<file path="src/sv/jpeg_eoi_pkg.sv">
// Package for the JPEG end-of-image locator: widths, codes, phase type and marker helpers.
package jpeg_eoi_pkg;

    localparam int OFFSET_BITS = 32;
    localparam int END_OFFSET_W = 32;
    localparam int STATUS_W = 3;
    localparam int DATA_W = 8;
    localparam int SKIP_W = 16;

    typedef logic [OFFSET_BITS-1:0] t_position;

    localparam t_position POSITION_MAX = {OFFSET_BITS{1'b1}};

    typedef enum logic [STATUS_W-1:0] {
        ST_FOUND     = 3'd0,
        ST_BAD_START = 3'd1,
        ST_UNKNOWN   = 3'd2,
        ST_BAD_LEN   = 3'd3,
        ST_EARLY     = 3'd4
    } t_status;

    typedef enum logic [9:0] {
        PH_SOI0   = 10'b00_0000_0001,
        PH_SOI1   = 10'b00_0000_0010,
        PH_MARK0  = 10'b00_0000_0100,
        PH_MARK1  = 10'b00_0000_1000,
        PH_LENHI  = 10'b00_0001_0000,
        PH_LENLO  = 10'b00_0010_0000,
        PH_SKIP   = 10'b00_0100_0000,
        PH_SCAN   = 10'b00_1000_0000,
        PH_SCANFF = 10'b01_0000_0000,
        PH_DONE   = 10'b10_0000_0000
    } t_phase;

    localparam logic [DATA_W-1:0] BYTE_FF  = 8'hFF;
    localparam logic [DATA_W-1:0] MK_SOI   = 8'hD8;
    localparam logic [DATA_W-1:0] MK_EOI   = 8'hD9;
    localparam logic [DATA_W-1:0] MK_RST0  = 8'hD0;
    localparam logic [DATA_W-1:0] MK_RST7  = 8'hD7;
    localparam logic [DATA_W-1:0] MK_SOF0  = 8'hC0;
    localparam logic [DATA_W-1:0] MK_SOF2  = 8'hC2;
    localparam logic [DATA_W-1:0] MK_DHT   = 8'hC4;
    localparam logic [DATA_W-1:0] MK_DQT   = 8'hDB;
    localparam logic [DATA_W-1:0] MK_DRI   = 8'hDD;
    localparam logic [DATA_W-1:0] MK_SOS   = 8'hDA;
    localparam logic [DATA_W-1:0] MK_COM   = 8'hFE;
    localparam logic [DATA_W-1:0] MK_APP0  = 8'hE0;
    localparam logic [DATA_W-1:0] MK_APP15 = 8'hEF;

    // Markers followed by a big-endian segment length.
    function automatic logic takes_length(input logic [DATA_W-1:0] m);
        logic r;
        r = (m == MK_SOF0) || (m == MK_SOF2) || (m == MK_DHT) || (m == MK_DQT) ||
            (m == MK_DRI) || (m == MK_COM) || (m == MK_SOS) ||
            ((m >= MK_APP0) && (m <= MK_APP15));
        return r;
    endfunction

    function automatic logic is_restart(input logic [DATA_W-1:0] m);
        return (m >= MK_RST0) && (m <= MK_RST7);
    endfunction

endpackage

</file>
<file path="src/sv/jpeg_end_of_image_locator.sv">
// Top level: byte-serial JPEG marker walker that reports where the image ends.
// A result is registered: the accepted byte that causes it loads it into the output register.
// Throughput: one byte per cycle while o_in_stall is low; the next parser state is computed combinationally.
// A byte is taken whenever the result register is empty or is being taken in the same cycle.
// Reset (synchronous, active low) returns the parser to "expect FF of SOI", clears the
// byte count and empties the result register; end_of_stream restores parser and count after its byte.
module jpeg_end_of_image_locator (
    input  logic                                 i_clk,
    input  logic                                 i_rst_n,
    input  logic                                 i_in_valid,
    output logic                                 o_in_stall,
    input  logic [jpeg_eoi_pkg::DATA_W-1:0]      i_data_byte,
    input  logic                                 i_end_of_stream,
    output logic                                 o_out_valid,
    input  logic                                 i_out_stall,
    output logic [jpeg_eoi_pkg::STATUS_W-1:0]    o_status,
    output logic [jpeg_eoi_pkg::END_OFFSET_W-1:0] o_end_offset
);

    // Parser state
    jpeg_eoi_pkg::t_phase    r_phase, n_phase;
    jpeg_eoi_pkg::t_position r_pos, n_pos;
    logic [jpeg_eoi_pkg::SKIP_W-1:0] r_skip, n_skip;
    logic [jpeg_eoi_pkg::DATA_W-1:0] r_len_hi, n_len_hi;
    logic                    r_in_scan, n_in_scan;

    // Result register
    logic                    r_out_valid;
    jpeg_eoi_pkg::t_status   r_status;
    logic [jpeg_eoi_pkg::END_OFFSET_W-1:0] r_offset;

    logic                    in_acc;
    logic                    out_acc;
    logic                    emit;
    logic                    was_done;
    jpeg_eoi_pkg::t_status   res_status;
    logic [jpeg_eoi_pkg::END_OFFSET_W-1:0] res_offset;

    // Hold input only while a result sits in the register and the sink stalls it.
    assign out_acc    = r_out_valid && !i_out_stall;
    assign o_in_stall = r_out_valid && i_out_stall;
    assign in_acc     = i_in_valid && !o_in_stall;

    always_comb begin
        logic [jpeg_eoi_pkg::SKIP_W-1:0] seg_len;
        logic [jpeg_eoi_pkg::SKIP_W-1:0] skip_dec;
        logic [63:0] pos_wide;
        logic        found;
        logic        next_is_scan;

        n_phase    = r_phase;
        n_skip     = r_skip;
        n_len_hi   = r_len_hi;
        n_in_scan  = r_in_scan;
        emit       = 1'b0;
        found      = 1'b0;
        res_status = jpeg_eoi_pkg::ST_FOUND;

        // Saturating count of bytes consumed, including this one.
        n_pos = (r_pos == jpeg_eoi_pkg::POSITION_MAX) ? r_pos
                : r_pos + jpeg_eoi_pkg::t_position'(1);
        pos_wide = 64'(n_pos);

        seg_len  = {r_len_hi, i_data_byte};
        skip_dec = (r_skip != '0) ? r_skip - 16'd1 : r_skip;
        next_is_scan = r_in_scan;

        // Anything outside the live parse phases counts as finished.
        was_done = !(r_phase == jpeg_eoi_pkg::PH_SOI0  || r_phase == jpeg_eoi_pkg::PH_SOI1  ||
                     r_phase == jpeg_eoi_pkg::PH_MARK0 || r_phase == jpeg_eoi_pkg::PH_MARK1 ||
                     r_phase == jpeg_eoi_pkg::PH_LENHI || r_phase == jpeg_eoi_pkg::PH_LENLO ||
                     r_phase == jpeg_eoi_pkg::PH_SKIP  || r_phase == jpeg_eoi_pkg::PH_SCAN  ||
                     r_phase == jpeg_eoi_pkg::PH_SCANFF);

        case (r_phase)
            jpeg_eoi_pkg::PH_SOI0: begin
                if (i_data_byte == jpeg_eoi_pkg::BYTE_FF) begin
                    n_phase = jpeg_eoi_pkg::PH_SOI1;
                end else begin
                    emit = 1'b1;
                    res_status = jpeg_eoi_pkg::ST_BAD_START;
                end
            end
            jpeg_eoi_pkg::PH_SOI1: begin
                if (i_data_byte == jpeg_eoi_pkg::MK_SOI) begin
                    n_phase = jpeg_eoi_pkg::PH_MARK0;
                end else begin
                    emit = 1'b1;
                    res_status = jpeg_eoi_pkg::ST_BAD_START;
                end
            end
            jpeg_eoi_pkg::PH_MARK0: begin
                if (i_data_byte == jpeg_eoi_pkg::BYTE_FF) begin
                    n_phase = jpeg_eoi_pkg::PH_MARK1;
                end else begin
                    emit = 1'b1;
                    res_status = jpeg_eoi_pkg::ST_UNKNOWN;
                end
            end
            jpeg_eoi_pkg::PH_MARK1: begin
                if (i_data_byte == jpeg_eoi_pkg::MK_EOI) begin
                    emit  = 1'b1;
                    found = 1'b1;
                end else if (jpeg_eoi_pkg::is_restart(i_data_byte)) begin
                    n_phase = jpeg_eoi_pkg::PH_MARK0;
                end else if (jpeg_eoi_pkg::takes_length(i_data_byte)) begin
                    n_in_scan = (i_data_byte == jpeg_eoi_pkg::MK_SOS);
                    n_phase   = jpeg_eoi_pkg::PH_LENHI;
                end else begin
                    emit = 1'b1;
                    res_status = jpeg_eoi_pkg::ST_UNKNOWN;
                end
            end
            jpeg_eoi_pkg::PH_LENHI: begin
                n_len_hi = i_data_byte;
                n_phase  = jpeg_eoi_pkg::PH_LENLO;
            end
            jpeg_eoi_pkg::PH_LENLO: begin
                if (seg_len < 16'd2) begin
                    emit = 1'b1;
                    res_status = jpeg_eoi_pkg::ST_BAD_LEN;
                end else begin
                    n_skip = seg_len - 16'd2;
                    if (seg_len == 16'd2) begin
                        n_phase = next_is_scan ? jpeg_eoi_pkg::PH_SCAN
                                               : jpeg_eoi_pkg::PH_MARK0;
                    end else begin
                        n_phase = jpeg_eoi_pkg::PH_SKIP;
                    end
                end
            end
            jpeg_eoi_pkg::PH_SKIP: begin
                n_skip = skip_dec;
                if (skip_dec == '0) begin
                    n_phase = next_is_scan ? jpeg_eoi_pkg::PH_SCAN
                                           : jpeg_eoi_pkg::PH_MARK0;
                end
            end
            jpeg_eoi_pkg::PH_SCAN: begin
                if (i_data_byte == jpeg_eoi_pkg::BYTE_FF) begin
                    n_phase = jpeg_eoi_pkg::PH_SCANFF;
                end
            end
            jpeg_eoi_pkg::PH_SCANFF: begin
                // Fill bytes keep us here; EOI ends the image; other bytes resume scan.
                if (i_data_byte == jpeg_eoi_pkg::MK_EOI) begin
                    emit  = 1'b1;
                    found = 1'b1;
                end else if (i_data_byte != jpeg_eoi_pkg::BYTE_FF) begin
                    n_phase = jpeg_eoi_pkg::PH_SCAN;
                end
            end
            default: begin
            end
        endcase

        res_offset = found ? pos_wide[jpeg_eoi_pkg::END_OFFSET_W-1:0] : '0;

        if (emit) begin
            n_phase = jpeg_eoi_pkg::PH_DONE;
        end

        // Last byte of the file: report an early end if nothing else was said, then restart.
        if (i_end_of_stream) begin
            if (!emit && !was_done) begin
                emit       = 1'b1;
                res_status = jpeg_eoi_pkg::ST_EARLY;
                res_offset = '0;
            end
            n_phase   = jpeg_eoi_pkg::PH_SOI0;
            n_pos     = '0;
            n_skip    = '0;
            n_len_hi  = '0;
            n_in_scan = 1'b0;
        end
    end

    // Parser state: advance on every accepted item.
    always_ff @(posedge i_clk) begin
        if (!i_rst_n) begin
            r_phase   <= jpeg_eoi_pkg::PH_SOI0;
            r_pos     <= '0;
            r_skip    <= '0;
            r_len_hi  <= '0;
            r_in_scan <= 1'b0;
        end else if (in_acc) begin
            r_phase   <= n_phase;
            r_pos     <= n_pos;
            r_skip    <= n_skip;
            r_len_hi  <= n_len_hi;
            r_in_scan <= n_in_scan;
        end
    end

    // Result register: load on an item that reports, drop once taken.
    always_ff @(posedge i_clk) begin
        if (!i_rst_n) begin
            r_out_valid <= 1'b0;
        end else if (in_acc) begin
            r_out_valid <= emit;
        end else if (out_acc) begin
            r_out_valid <= 1'b0;
        end
    end

    always_ff @(posedge i_clk) begin
        if (in_acc && emit) begin
            r_status <= res_status;
            r_offset <= res_offset;
        end
    end

    assign o_out_valid  = r_out_valid;
    assign o_status     = r_status;
    assign o_end_offset = r_offset;

    // Only a found end carries an offset.
    a_offset_zero_on_error: assert property (@(posedge i_clk) disable iff (!i_rst_n)
        (r_out_valid && r_status != jpeg_eoi_pkg::ST_FOUND) |-> (r_offset == '0))
        else $error("nonzero end offset on an error result");

    // End of stream restarts the parser from the start marker with a clear count.
    a_eos_restart: assert property (@(posedge i_clk) disable iff (!i_rst_n)
        (in_acc && i_end_of_stream) |=> (r_phase == jpeg_eoi_pkg::PH_SOI0 && r_pos == '0))
        else $error("parser not restarted after end of stream");

    // A file that has not yet reported always reports on its last byte.
    a_eos_reports: assert property (@(posedge i_clk) disable iff (!i_rst_n)
        (in_acc && i_end_of_stream && !was_done) |=> r_out_valid)
        else $error("no result for a file that ended");

    // The skip phase is only held with bytes left to skip.
    a_skip_nonzero: assert property (@(posedge i_clk) disable iff (!i_rst_n)
        (r_phase == jpeg_eoi_pkg::PH_SKIP) |-> (r_skip != '0))
        else $error("skip phase with nothing left to skip");

endmodule
</file>
<file path="config.mk">
export PLATFORM = sky130hd
export DESIGN_NAME = jpeg_end_of_image_locator
export DESIGN_NICKNAME = d
export VERILOG_FILES = /design/src/sv/jpeg_eoi_pkg.sv /design/src/sv/jpeg_end_of_image_locator.sv
export SDC_FILE = /design/constraint.sdc
export NUM_CORES = 1
export LEC_CHECK = 0
export BUFFER_PORTS_ARGS = -buffer_cell sky130_fd_sc_hd__buf_2
export CELL_PAD_IN_SITES_DETAIL_PLACEMENT = 0
export CELL_PAD_IN_SITES_GLOBAL_PLACEMENT = 1
export CORE_ASPECT_RATIO = 0.7
export CORE_MARGIN = 3
export CORE_UTILIZATION = 40
export CTS_BUF_LIST = sky130_fd_sc_hd__clkbuf_2
export DETAILED_ROUTE_END_ITERATION = 10
export GPL_TIMING_DRIVEN = 0
export PLACE_DENSITY_LB_ADDON = 0.1
export RECOVER_POWER = 100
export SLEW_MARGIN = 20
export SYNTH_ARGS = -nofsm -noshare
export SYNTH_HDL_FRONTEND = slang
export SYNTH_SLANG_ARGS = --single-unit
</file>
<file path="constraint.sdc">
create_clock -name i_clk -period 10.9 [get_ports i_clk]
set_input_delay 2.18 -clock i_clk [delete_from_list [all_inputs] [get_ports i_clk]]
set_output_delay 2.18 -clock i_clk [all_outputs]
set_load 0.005 [all_outputs]
</file>
==> qor.txt, run 1 <==
Failing checks = capacitance limit, slew limit
P_leak = 2.37 nW
Slew HR = -28.8%
Seq cells post-synth = 103
Total CTS buffers = 9
Area delta synth->final = 7.76%
CP Launch Type = input pin
Tcrit/Tclk final = 57.9%
Routed WL = 19300 um
H-tree Lvls = 3
Post-Syn Instances = 748
Die Ht = 111 um
CP Data Arrival Time = 6.57 ns
Most frequent CP cell = clkbuf_1
Worst setup path class = input pin to register
Fin cells = 1003
Power after layout = 713 uW
Slew @ Worst Pin = 1.88 ns
Endpoints failing hold = 0
Worst skew pair latency = 0.61 ns
CTS Hold Buffers Added = 0
Largest net degree at the start of global routing = 20
CP top delay family = simple AND/OR/NAND/NOR gates
Core area = 15100 um^2
Clk_skew = 0.0316 ns
R2r startpoint = r_phase[2]
Multiplexer share of the synthesized area = 1.60%
Die ar. = 17400 um^2
R2R Setup Slk = 5.70 ns
Routed wire per std cell = 19.3 um
CTS clk-pin slew, worst paths = 0.27 ns
Final Util = 45.1%
Post-Syn Area per Cell = 8.45 um^2
First-pass iteration count of the detailed router = 5
Buf+Inv Stages, Crit Path = 3
Gpl congestion = 0.906
Post-Synth Adder-Cell Area = 0.990%
DR DRC count = 0
Cts repair resizes = 0
Top-Level Pins = 50
Achievable Freq = 0.159 GHz
Mapped Nets = 766
Final HPWL DP = 14300 um
Post-Syn Area = 6320 um^2
Status = complete, but fails checks
Final min period = 6.31 ns
Max stage delay cell, worst path = a21oi_1
Final ANT Viol Nets = 0
Hold Crit Class = register to register
Post-synthesis compound-gate area fraction = 19.8%
VDD IR-drop max = 53.2 uV
Rows = 37
Critical path depth = 8
Synth Flop Type = dfxtp_1
CTS tree = done
EDFF count, synth = 35
Share of layout cells above drive strength 1 = 10.8%
Register area share after synthesis = 38.2%
Crit end category = register
Clock Tree Root = clkbuf_2
Distinct cell type count of the synthesized netlist = 90
Die width = 156 um
CTS Sinks = 103
Post-CTS Setup Bufs = 0
Vias in the first global route = 5519
GRT Overall Usage = 22.3%
Simple-Gate Fraction of Synth Area = 27.0%
Hold depth = 2
Initial antenna violation count = 0
Crit Path Max Fanout = 19
Clock Path Buffers = 2
Critical path required time = 11.16 ns
Ys async rst share = 0%
Inst Count DP = 987
Count leader, synth = nor2_1
R2R cell count = 8
Synth area leader = dfxtp_1
First-pass GRT wire length = 30800 um
Setup TNS = 0 ns
Area fraction of the dominant cell type after synthesis = 21.5%
Fill count = 1510
Slew Viols, Final = 28
Max-Cap Viols = 2
Initial Util = 41.9%
DRT iter0 DRCs = 562
Synth top area cells = dfxtp_1 22%, edfxtp_1 17%, nor2_1 5.5%
Main combinational cell family by area after synthesis = simple AND/OR/NAND/NOR gates
Post-synth top cells = 92 x nor2_1, 70 x nand2_1, 68 x dfxtp_1
Post-synthesis xor/xnor area fraction = 7.21%
Ant. Diodes = 0
RSZ-0062 raised after global routing = false
Final setup vio count = 0
Detailed-route via count = 5962
Power per cell area = 105 nW/um^2
Reg-to-reg critical path endpoint = o_end_offset[4]
Critical Path Max Stage Delay = 1.48 ns
Final net count = 821
HP Start = r_skip[14]
Hold Path End = r_skip[14]
Vias per Instance = 5.94
Port Buf Inserts = 43
Synth warn = 0
CP Cell Sequence = clkbuf_1, nand4b_1, or4_2, or3_1, clkbuf_1, nor4bb_1, a21oi_1, clkbuf_1
Total gr overflow = 0
[placed cells by master, fill, tap and decap left out, types with 23 or more instances in the layout]
master,Yosys,layout
nor2_1,92,92
nand2_1,70,70
dfxtp_1,68,68
clkbuf_1,35,55
o21ai_0,54,54
a21oi_1,42,42
buf_2,13,38
edfxtp_1,35,35
nand3_1,27,27
xnor2_1,27,27
xor2_1,25,25
nor3_1,23,23
[worst register-to-register path: stages (launching register included)]
cell	delay [ns]
dfxtp_1	0.38
buf_6	0.14
nor4_1	0.72
nand3_1	0.33
or3_1	0.42
clkbuf_1	0.27
nor4bb_1	0.30
a21oi_1	1.48
clkbuf_1	0.80
[state kept, by name (all words and copies together), names as in the netlist]
register and count:
r_skip 16, o_out_valid 1, o_status 3, r_len_hi 8, r_pos 32, r_in_scan 1
r_phase 10, o_end_offset 32
[kinds of logic after synthesis]
group                      Yosys count
AOI/OAI and AO/OA                  182
xor gates and xnor gates            52
adders and majority gates            5
buffers and inverters               71
DFF                                103
muxes                               10
and+or+nand+nor                    325
[report_power, final]
part | internal [mW] | switching, mW | total (mW) | leakage, nW
Clock | 0.0362 | 0.145 | 0.181 | 0.0654
Combinational | 0.0371 | 0.0761 | 0.113 | 1.41
Sequential | 0.413 | 0.00603 | 0.419 | 0.896
Total | 0.486 | 0.227 | 0.713 | 2.37
[through the flow]
step | hold slack [ns] | area [um^2] | setup WS [ns]
4_1_cts | 0.493 | 6930 | 6.11
5_1_grt | 0.516 | 6810 | 4.20
3_3_place_gp | 0.455 | 6780 | 3.59
6_report | 0.492 | 6810 | 4.59
2_1_floorplan | 0.440 | 6320 | 4.86
3_5_place_dp | 0.465 | 6820 | 5.45
[per-layer routing]
| metal | vias up | part of all wire (%) | track usage [%] |
|---|---|---|---|
| met5 | - | 0 | 0 |
| met4 | 0 | 0.90 | 3.97 |
| met3 | 20 | 6.6 | 4.80 |
| met2 | 201 | 41 | 30.9 |
| met1 | 2881 | 51 | 35.4 |
| li1 | 2860 | - | - |
[how the worst max path moves through the flow]
stage                        start               end  slack [ns]
floorplan           i_data_byte[5]   o_end_offset[0]        4.86
global placement    i_data_byte[5]   o_end_offset[4]        3.59
detailed placement  i_data_byte[5]   o_end_offset[4]        5.45
CTS                 i_data_byte[5]  o_end_offset[16]        6.11
global route        i_data_byte[3]  o_end_offset[16]        4.20
finish              i_data_byte[5]   o_end_offset[4]        4.59
[final cells by class]
| cell class | count | area (um^2) | area share [%] |
|---|---|---|---|
| clock inverters | 6 | 53.8 | 0.790 |
| inverters | 14 | 52.6 | 0.772 |
| repair buffers | 44 | 203 | 2.98 |
| flip-flops and latches | 103 | 2410 | 35.4 |
| multi-input cells | 574 | 3530 | 51.8 |
| clock buffers | 10 | 50.0 | 0.735 |
| plain buffers | 57 | 265 | 3.89 |
| well taps | 195 | 244 | 3.58 |
Note: power is estimated with default switching activity, not from simulation.
==> run 2, diff against run 1 <==
==> constraint.sdc (replaced) <==
create_clock -name i_clk -period 5.7 [get_ports i_clk]
set_input_delay 1.14 -clock i_clk [delete_from_list [all_inputs] [get_ports i_clk]]
set_output_delay 1.14 -clock i_clk [all_outputs]
set_load 0.005 [all_outputs]
==> qor.txt, run 2 (synthesis gave the netlist of run 1 again) <==
GR met3 Demand/Resource = 4.80%
Hold depth = 2
VDD IR-drop max = 102 uV
Register Area = 2410 um^2
Setup crit end = o_end_offset[4]
Hold Crit Class = register to register
Worst setup margin = 1.77 ns
Pre-CTS WS = 1.29 ns
Gpl congestion = 0.906
Final setup vio count = 0
Area delta synth->final = 8.08%
CTS Hold Buffers Added = 0
Detailed-route via count = 5946
Initial Util = 41.9%
Crit Path Max Fanout = 19
Clock Tree Root = clkbuf_2
Routed WL = 19300 um
WHS = 0.491 ns
Top-Level Pins = 50
CP Data Arrival Time = 4.29 ns
Final min period = 3.93 ns
Vias in the first global route = 5519
DRT iter0 DRCs = 577
Max-Cap Viols = 1
DR DRC count = 0
Cts repair resizes = 0
Initial antenna violation count = 0
H-tree Lvls = 3
Final Util = 45.3%
Final ANT Viol Nets = 0
Final HPWL DP = 14300 um
RSZ-0062 raised after global routing = false
Worst setup path class = register to register
P_int = 933 uW
Fill count = 1512
Share of layout cells above drive strength 1 = 10.6%
R2R cell count = 8
Endpoints failing hold = 0
Die Ht = 111 um
First-pass iteration count of the detailed router = 7
Slew HR = -25.7%
Net switching power = 438 uW
Clock Path Buffers = 2
Port Buf Inserts = 43
Die ar. = 17400 um^2
Largest net degree at the start of global routing = 20
CP Launch Point = r_phase[2]
Status = complete, but fails checks
Routed wire per std cell = 19.3 um
R2R Setup Slk = 1.77 ns
Achievable Freq = 0.254 GHz
Tcrit/Tclk final = 69.0%
Most frequent cells in the layout = 92 x nor2_1, 70 x nand2_1, 68 x dfxtp_1, 54 x o21ai_0, 52 x clkbuf_1
Clock power share = 25.3%
Fin cells = 1003
CTS clk-pin slew, worst paths = 0.29 ns
Critical path required time = 6.06 ns
R2r startpoint = r_phase[2]
Switching part of the total power = 31.9%
CTS Sinks = 103
Rows = 37
CTS tree = done
Core area = 15100 um^2
Vias per Instance = 5.93
CP Launch Type = register
Ant. Diodes = 0
Power per cell area = 201 nW/um^2
P_leak = 2.38 nW
Post-CTS Setup Bufs = 0
Combinational share of power = 16.3%
Global routing usage on met2 = 30.9%
Reg-to-reg critical path endpoint = o_end_offset[4]
Slew Viols, Final = 8
Busiest layer in global routing = met1
Sequential share of power = 58.4%
Power after layout = 1.37 mW
Crit end category = register
Total gr overflow = 0
Failing checks = capacitance limit, slew limit
Slew @ Worst Pin = 1.84 ns
Clk_skew = 0.0354 ns
Footprint of the multi-input gates = 3520 um^2
Commonest non-fill, non-tap cell in the layout = nor2_1
Met1 GRT Util = 35.4%
Total CTS buffers = 9
Inst Count DP = 987
Final net count = 821
First-pass GRT wire length = 30800 um
Worst skew pair latency = 0.62 ns
Die width = 156 um
GRT Overall Usage = 22.3%
[run 2: cell types whose count changed in the layout (fill, tap and decap cells not counted), moves of 2 or more]
cell      change
clkbuf_1      -3
a211oi_1      +2
buf_2         +2
a211oi_2      -2
and2_1        -2
and2_0        +2
[run 2: worst min path at each step]
stage,from,slack [ns],end
after detailed placement,r_skip[11],0.46,r_skip[11]
after global placement,r_skip[14],0.45,r_skip[14]
after floorplan,r_skip[14],0.44,r_skip[14]
after global routing,r_skip[14],0.52,r_skip[14]
final,r_skip[14],0.49,r_skip[14]
after CTS,r_skip[11],0.49,r_skip[11]
[run 2: layout make-up]
type / instances / share of cell area, %
clock buffers: 10 / 0.733
flip-flops and latches: 103 / 35.3
inverters: 14 / 0.769
multi-input cells: 574 / 51.5
plain buffers: 57 / 3.94
clock inverters: 6 / 0.788
repair buffers: 44 / 3.33
well taps: 195 / 3.57
[run 2: metal layers]
layer / part of all wire, % / vias up
li1: - / 2857
met1: 51 / 2859
met2: 41 / 213
met3: 7.2 / 17
met4: 0.95 / 0
met5: 0 / -
[run 2: critical path, stage by stage (launching register included)]
cell and delay, ns:
dfxtp_1 0.37, clkbuf_1 0.23, nor4_1 0.83, nand3_1 0.33
or3_1 0.42, clkbuf_1 0.28, nor4bb_1 0.32, a21oi_4 0.67
buf_16 0.23
[run 2: power groups by stage]
| stage | sequential [mW] | clock, mW | combinational [mW] |
|---|---|---|---|
| CTS | 0.800 | 0.359 | 0.230 |
| finish | 0.800 | 0.347 | 0.224 |
| floorplan | 0.816 | 0 | 0.142 |
| detailed placement | 0.814 | 0 | 0.229 |
| global placement | 0.815 | 0 | 0.220 |
| global route | 0.803 | 0.390 | 0.245 |
[run 2: per-stage QoR]
step	area [um^2]	setup TNS, ns
after floorplan	6320	0
after CTS	6930	0
after global routing	6830	0
after global placement	6780	-19.89
final	6830	0
after detailed placement	6820	0
